File: src/dosp_pkg.sv
// Package: types and constants for the delta operation stream parser.
`timescale 1ns / 1ps
`default_nettype none

package dosp_pkg;

  localparam int unsigned OffsetBytes = 8;
  localparam int unsigned LengthBytes = 4;
  localparam int unsigned OutDepth    = 4;

  localparam logic [2:0] OffsetLastIdx = 3'(OffsetBytes - 1);
  localparam logic [1:0] LengthLastIdx = 2'(LengthBytes - 1);

  typedef enum logic [2:0] {
    PH_IDLE     = 3'd0,
    PH_COPY_OFF = 3'd1,
    PH_COPY_LEN = 3'd2,
    PH_INS_LEN  = 3'd3,
    PH_INS_PAY  = 3'd4
  } phase_e;

  typedef enum logic [1:0] {
    KIND_COPY      = 2'd0,
    KIND_INS_HDR   = 2'd1,
    KIND_INS_BYTE  = 2'd2,
    KIND_TRUNCATED = 2'd3
  } kind_e;

  typedef struct packed {
    logic [7:0] stream_byte;
    logic       buffer_end;
  } in_word_t;

  typedef struct packed {
    kind_e       kind;
    logic [63:0] src_offset;
    logic [31:0] span_length;
    logic [7:0]  payload_byte;
    logic        record_end;
    logic        run_last;
  } out_word_t;

endpackage

`default_nettype wire

File: src/delta_op_stream_parser_top.sv
// Top level: delta operation stream parser with a small result queue.
`timescale 1ns / 1ps
`default_nettype none

// Decodes a byte stream of copy/insert delta operations, one byte per word.
// Input channel: in_word_i carries one stream byte and a buffer-end flag;
// a word moves when in_valid_i is high and in_stall_o is low.
// Output channel: out_word_o carries one decoded result; it moves when
// out_valid_o is high and out_stall_i is low.
// Configuration: cfg_we_i writes cfg_wdata_i into the copy opcode register.
// Each accepted byte updates the parse state in the cycle it is taken and
// pushes zero, one or two results into a four-entry result queue; the
// results are registered there and leave it in order at the output.
// The parser takes one byte per cycle while in_stall_o is low. A byte that
// produces two results (a header or payload byte followed by a truncation)
// sends them out one by one, so the output port sets the long-run rate:
// one result per cycle while out_stall_i is low. The input stalls while
// the queue holds more than two words, leaving room for the largest burst
// of one byte, so a stalled receiver backs up into the input after at most
// four queued results. Reset clears the parse state to idle, empties the
// queue and sets the copy opcode to zero.
module delta_op_stream_parser_top
  import dosp_pkg::*;
(
  input  wire logic      clk_i,
  input  wire logic      rst_ni,
  input  wire logic      cfg_we_i,
  input  wire logic [7:0] cfg_wdata_i,
  input  wire logic      in_valid_i,
  output logic           in_stall_o,
  input  wire in_word_t  in_word_i,
  output logic           out_valid_o,
  input  wire logic      out_stall_i,
  output out_word_t      out_word_o
);

  localparam int unsigned PtrW = $clog2(OutDepth);
  localparam int unsigned CntW = $clog2(OutDepth + 1);

  logic [7:0]  copy_code_q;
  phase_e      phase_q, phase_d;
  logic [2:0]  fcnt_q, fcnt_d;
  logic [63:0] off_q, off_d;
  logic [31:0] len_q, len_d;
  logic [31:0] rem_q, rem_d;
  logic [31:0] len_new;

  out_word_t   queue_q [OutDepth];
  logic [PtrW-1:0] wr_ptr_q, rd_ptr_q;
  logic [CntW-1:0] count_q;

  out_word_t   res0, res1;
  logic [1:0]  n_res;
  logic        accept, pop;
  logic [7:0]  b;
  logic        buf_end;

  assign b       = in_word_i.stream_byte;
  assign buf_end = in_word_i.buffer_end;

  assign in_stall_o  = (count_q > CntW'(OutDepth - 2));
  assign accept      = in_valid_i && !in_stall_o;
  assign out_valid_o = (count_q != '0);
  assign pop         = out_valid_o && !out_stall_i;
  assign out_word_o  = queue_q[rd_ptr_q];

  // Length field with the current byte dropped into its lane.
  always_comb begin
    len_new = len_q;
    len_new[{fcnt_q[1:0], 3'b000} +: 8] = b;
  end

  // Next parse state
  always_comb begin
    phase_d = phase_q;
    fcnt_d  = fcnt_q;
    off_d   = off_q;
    len_d   = len_q;
    rem_d   = rem_q;
    if (accept) begin
      unique case (phase_q)
        PH_COPY_OFF: begin
          off_d[{fcnt_q, 3'b000} +: 8] = b;
          fcnt_d = fcnt_q + 3'd1;
          if (fcnt_q == OffsetLastIdx) begin
            phase_d = PH_COPY_LEN;
            fcnt_d  = '0;
          end
        end
        PH_COPY_LEN: begin
          len_d  = len_new;
          fcnt_d = fcnt_q + 3'd1;
          if (fcnt_q[1:0] == LengthLastIdx) begin
            phase_d = PH_IDLE;
            fcnt_d  = '0;
            off_d   = '0;
            len_d   = '0;
            rem_d   = '0;
          end
        end
        PH_INS_LEN: begin
          len_d  = len_new;
          fcnt_d = fcnt_q + 3'd1;
          if (fcnt_q[1:0] == LengthLastIdx) begin
            fcnt_d = '0;
            if (len_new == '0) begin
              phase_d = PH_IDLE;
              off_d   = '0;
              len_d   = '0;
              rem_d   = '0;
            end else begin
              phase_d = PH_INS_PAY;
              rem_d   = len_new;
            end
          end
        end
        PH_INS_PAY: begin
          if (rem_q <= 32'd1) begin
            phase_d = PH_IDLE;
            fcnt_d  = '0;
            off_d   = '0;
            len_d   = '0;
            rem_d   = '0;
          end else begin
            rem_d = rem_q - 32'd1;
          end
        end
        default: begin
          // Opcode byte; unused phase codes land here too.
          phase_d = (b == copy_code_q) ? PH_COPY_OFF : PH_INS_LEN;
          fcnt_d  = '0;
          off_d   = '0;
          len_d   = '0;
          rem_d   = '0;
        end
      endcase
      if (buf_end) begin
        phase_d = PH_IDLE;
        fcnt_d  = '0;
        off_d   = '0;
        len_d   = '0;
        rem_d   = '0;
      end
    end
  end

  // Results of the current byte
  always_comb begin
    logic has0;
    logic done;
    res0  = '0;
    res1  = '0;
    has0  = 1'b0;
    done  = 1'b0;
    n_res = 2'd0;
    unique case (phase_q)
      PH_COPY_LEN: begin
        if (fcnt_q[1:0] == LengthLastIdx) begin
          res0.kind        = KIND_COPY;
          res0.src_offset  = off_q;
          res0.span_length = len_new;
          res0.record_end  = 1'b1;
          has0 = 1'b1;
          done = 1'b1;
        end
      end
      PH_INS_LEN: begin
        if (fcnt_q[1:0] == LengthLastIdx) begin
          res0.kind        = KIND_INS_HDR;
          res0.span_length = len_new;
          res0.record_end  = (len_new == '0);
          has0 = 1'b1;
          done = (len_new == '0);
        end
      end
      PH_INS_PAY: begin
        res0.kind         = KIND_INS_BYTE;
        res0.span_length  = len_q;
        res0.payload_byte = b;
        res0.record_end   = (rem_q <= 32'd1);
        has0 = 1'b1;
        done = (rem_q <= 32'd1);
      end
      default: begin
        has0 = 1'b0;
      end
    endcase

    if (buf_end && !done) begin
      // Append the truncation result behind any other result of this byte.
      if (has0) begin
        res1.kind       = KIND_TRUNCATED;
        res1.record_end = 1'b1;
        res1.run_last   = 1'b1;
        n_res = 2'd2;
      end else begin
        res0.kind       = KIND_TRUNCATED;
        res0.record_end = 1'b1;
        res0.run_last   = 1'b1;
        n_res = 2'd1;
      end
    end else if (has0) begin
      res0.run_last = 1'b1;
      n_res = 2'd1;
    end
  end

  always_ff @(posedge clk_i or negedge rst_ni) begin
    if (!rst_ni) begin
      copy_code_q <= '0;
      phase_q     <= PH_IDLE;
      fcnt_q      <= '0;
      off_q       <= '0;
      len_q       <= '0;
      rem_q       <= '0;
      wr_ptr_q    <= '0;
      rd_ptr_q    <= '0;
      count_q     <= '0;
    end else begin
      if (cfg_we_i) begin
        copy_code_q <= cfg_wdata_i;
      end
      phase_q <= phase_d;
      fcnt_q  <= fcnt_d;
      off_q   <= off_d;
      len_q   <= len_d;
      rem_q   <= rem_d;
      if (accept) begin
        wr_ptr_q <= wr_ptr_q + PtrW'(n_res);
      end
      if (pop) begin
        rd_ptr_q <= rd_ptr_q + PtrW'(1);
      end
      count_q <= count_q + (accept ? CntW'(n_res) : CntW'(0)) - (pop ? CntW'(1) : CntW'(0));
    end
  end

  // Result queue storage
  always_ff @(posedge clk_i) begin
    if (accept && (n_res != 2'd0)) begin
      queue_q[wr_ptr_q] <= res0;
    end
    if (accept && (n_res == 2'd2)) begin
      queue_q[wr_ptr_q + PtrW'(1)] <= res1;
    end
  end

endmodule

`default_nettype wire
File: config.mk
export PLATFORM = sky130hd
export DESIGN_NAME = delta_op_stream_parser_top
export DESIGN_NICKNAME = d
export VERILOG_FILES = /design/src/dosp_pkg.sv /design/src/delta_op_stream_parser_top.sv
export SDC_FILE = /design/constraint.sdc
export NUM_CORES = 1
export LEC_CHECK = 0
export BUFFER_PORTS_ARGS = -buffer_cell sky130_fd_sc_hd__buf_2
export CORE_UTILIZATION = 45
export DETAILED_ROUTE_END_ITERATION = 16
export PLACE_DENSITY_LB_ADDON = 0.12
export REMOVE_ABC_BUFFERS = 1
export SETUP_SLACK_MARGIN = 0.02
export SYNTH_ARGS = -nofsm -noshare
export SYNTH_HDL_FRONTEND = slang
export SYNTH_SLANG_ARGS = --single-unit
File: constraint.sdc
create_clock -name clk_i -period 4.6 [get_ports clk_i]
set_clock_uncertainty 0.15 [all_clocks]
set_input_delay 1.15 -clock clk_i [delete_from_list [all_inputs] [get_ports clk_i]]
set_output_delay 1.15 -clock clk_i [all_outputs]
set_load 0.1 [all_outputs]
==> qor.csv <==
stage,metric,value,unit
outcome,outcome,completed,
timing,fin_crit_sh,94.8,%
synthesis,yosysUniqueCellTypes,63,
run,drv_cap,0,
worst_hold_path,min_path_type,reg -> reg,
detailed_routing,drc,0,
floorplan,ioPinCount,132,
synthesis,syn_avg_cell_area,11.1,um^2
floorplan,die_x,231,um
global_routing,grt_max_degree,82,
worst_setup_path,cp.arrival,4.71,ns
synthesis,synth_cells,2120,
worst_setup_path,max_stage_delay,0.56,ns
clock_tree,ctsLongestPathBuffers,3,
worst_setup_path,crit_buf_inv,3,
final_layout,nFillCells,4481,
placement,globalplace.congestion,0.908,
synthesis,ys_ff_latch,581,
power_and_ir_drop,power.density,576,mW/mm^2
power_and_ir_drop,leakagePower,11.4,nW
clock_tree,ctsHoldBuffers,0,
detailed_routing,vias,18500,
power_and_ir_drop,power,0.0162,W
detailed_routing,wl_per_cell,24.3,um
synthesis,yosys.area_share.simple,8.48,%
synthesis,synth-compound-area-share,22.7,%
timing,tightestPinTransition,0.873,ns
clock_tree,cts_root_buffer,clkbuf_16,
synthesis,synth_top_family_by_area,compound AO/OA/AOI/OAI gates,
synthesis,synth_fa_ha_area_share,0.987,%
floorplan,dieArea,0.0533,mm^2
worst_setup_path,crit_chain,inv_1 -> ha_2 -> and2_1 -> a31oi_2 -> nand4_1 -> or4_4 -> o21ai_4 -> a22oi_1 -> and2_1 -> ha_1 -> nand2_1 -> ha_1 -> inv_1 -> ha_1 -> inv_1 -> fa_1 -> xor2_1 -> xnor2_1,
timing,setup_viol,0,
floorplan,core_area,0.0515,mm^2
worst_setup_path,startpoint_type,flop,
synthesis,synth.top_cell.area_share,35.3,%
synthesis,yosysTopAreaCell,dfxtp_1,
detailed_routing,finalWirelength,73.0,mm
synthesis,netlist_area,0.0236,mm^2
final_layout,finalNetCount,2317,
timing,maxSlewViolCount,0,
detailed_routing,antenna_left,0,
worst_setup_path,worstSetupPathType,reg -> reg,
timing,rsz0062_at_grt,false,
synthesis,seq_area_frac_synth,53.2,%
floorplan,die_h,231,um
timing,min_period,4.36,ns
synthesis,synth_edf_count,16,
detailed_routing,drt_pre_antenna_iters,7,
synthesis,ys.flop_type,dfxtp_1,
global_routing,grt-ovfl-total,0,
power_and_ir_drop,irDropWorstVdd,0.536,mV
synthesis,async_flop_share,25.6,%
global_routing,grt_pass1_vias,18400,
global_routing,globalRouteTotalUtil,27.5,%
floorplan,rows,83,
synthesis,synthTopCellsByArea,"dfxtp_1, dfrtp_1, a22o_1, mux4_2, o21ai_0",
worst_setup_path,crit_family,adder cells,
timing,fin_hold_ws,0.299,ns
synthesis,synth_mux_area_share,10.8,%
timing,fmax,0.229,GHz
synthesis,synth-xor-area-share,0.594,%
placement,place.detailed.hpwl,47.3,mm
synthesis,synth_common_cells,"dfxtp_1, a22o_1, nand2_1, o21ai_0",
clock_tree,cts.clk_slew.worst_paths,0.06,ns
clock_tree,clk_latency,0.64,ns
worst_setup_path,cp.required,4.95,ns
synthesis,synth.most_common_cell,dfxtp_1,
floorplan,start_util,45.8,%
placement,io_buffers,131,
final_layout,syn2layout_area_growth,19.5,%
worst_setup_path,critPathMaxFanout,7,
worst_setup_path,critPathSlowestCell,or4_4,
timing,fin_ws,0.239,ns
clock_tree,clock-sinks,581,
final_layout,drive_above_1_share,22.6,%
worst_setup_path,worstSetupEndpointType,flop,
detailed_routing,initialDrtViolationCount,1561,
clock_tree,htree_num_levels,2,
timing,timing_hold_violations_final,0,
placement,pre_cts_ws,-0.384,ns
detailed_routing,vias_per_cell,6.16,
final_layout,utilization,54.7,%
global_routing,antenna_found_initial,3,
clock_tree,numCtsBuffers,60,
timing,relSlewSlack,41.8,%
synthesis,yosys_warnings,0,
clock_tree,tritoncts,yes,
global_routing,grt_pass1_wl,113,mm
## placed cells by master, fill, tap and decap left out, types with 9 or more instances in the layout
cell       netlist  routed
nand3_1         19      19
dfxtp_1        416     416
o22ai_1         12      12
buf_2            0     130
clkbuf_16        0      63
clkinv_2         0      14
nor3_1          25      20
edfxtp_1        16      16
a22o_1         335     335
nand2_1        223     221
ha_1            17      13
a31oi_1         28      25
a32o_1          32      32
buf_12           0      31
mux4_2         108     108
nor2b_1         43      42
xnor2_1         12      12
dfrtp_1        149     147
mux2_2           9       9
nor2_1          85      84
buf_4            0     112
a21oi_1         55      55
o21ai_0        220     219
inv_1           25      25
clkbuf_1       149      14
## through the flow
step | setup TNS [ns] | instance area, um^2 | instances
3_3_place_gp | -3.58 | 25900 | 2893
6_report | 0 | 28200 | 3009
3_5_place_dp | -26.69 | 25900 | 2893
2_1_floorplan | -1163.96 | 22900 | 1940
4_1_cts | 0 | 28000 | 3006
5_1_grt | 0 | 28200 | 3008
## logic make-up (layout without fill, tap and decap cells)
family          count (synthesis)  after routing
compound gates                736            736
xor+xnor                       16             16
fa+ha+maj                      18             18
buf+inv                       205            413
flops                         581            581
mux                           118            118
other cells                     0              1
simple gates                  446            446
## where the power goes
part           switching (W)  internal, W  leakage, nW
clock network        0.00212      0.00300         1.03
logic                0.00349      0.00187         4.88
registers           0.000379      0.00536         5.54
total                0.00599       0.0102         11.4
## metal layers
layer | GRT usage, % | routed length (um) | share of wire (%)
met4 | 8.51 | 1870 | 2.6
met2 | 44.2 | 35000 | 48
met3 | 3.37 | 3830 | 5.2
met5 | 0 | 12 | 0.016
met1 | 38.6 | 32400 | 44
## repair_timing
item,4_1_cts,5_1_grt
pin swaps,0,4
cloned,0,1
endpoints found under the setup margin,1,281
setup buffers,0,1
gates resized for setup,1,20
## layout make-up
type | count | area [um^2] | share of cell area [%]
Antenna cell | 1 | 2.50 | 0.00888
Clock buffer | 83 | 1700 | 6.04
Clock inverter | 30 | 398 | 1.41
Inverter | 25 | 93.8 | 0.333
Multi-Input combinational cell | 1334 | 10400 | 37.0
Sequential cell | 581 | 12500 | 44.5
Tap cell | 680 | 851 | 3.02
Timing Repair Buffer | 275 | 2150 | 7.63
## worst register-to-register path: stages, from the launching register on
cell and delay, ns:
dfrtp_1 0.37, inv_1 0.12, ha_2 0.34, and2_1 0.27
a31oi_2 0.25, nand4_1 0.15, or4_4 0.56, o21ai_4 0.17
a22oi_1 0.13, and2_1 0.21, ha_1 0.29, nand2_1 0.05
ha_1 0.27, inv_1 0.07, ha_1 0.13, inv_1 0.05
fa_1 0.37, xor2_1 0.16, xnor2_1 0.12
## final timing paths
kind	cells past startpoint	slack, ns	startpoint	to
max	18	0.24	fcnt_q[0]	count_q[2]
min	2	0.30	queue_q[2][20]	queue_q[2][20]
max reg2reg	18	0.24	fcnt_q[0]	count_q[2]
min reg2reg	2	0.30	queue_q[2][20]	queue_q[2][20]
max in group asynchronous	2	2.95	rst_ni	off_q[27]
min in group asynchronous	1	0.46	rst_ni	off_q[63]
## state kept, by name, indices dropped and copies added (netlist names)
signal / flops
copy_code_q: 8
count_q: 3
fcnt_q: 3
len_q: 32
off_q: 64
phase_q: 3
queue_q: 432
rd_ptr_q: 2
rem_q: 32
wr_ptr_q: 2
(Power assumes the default switching activity.)
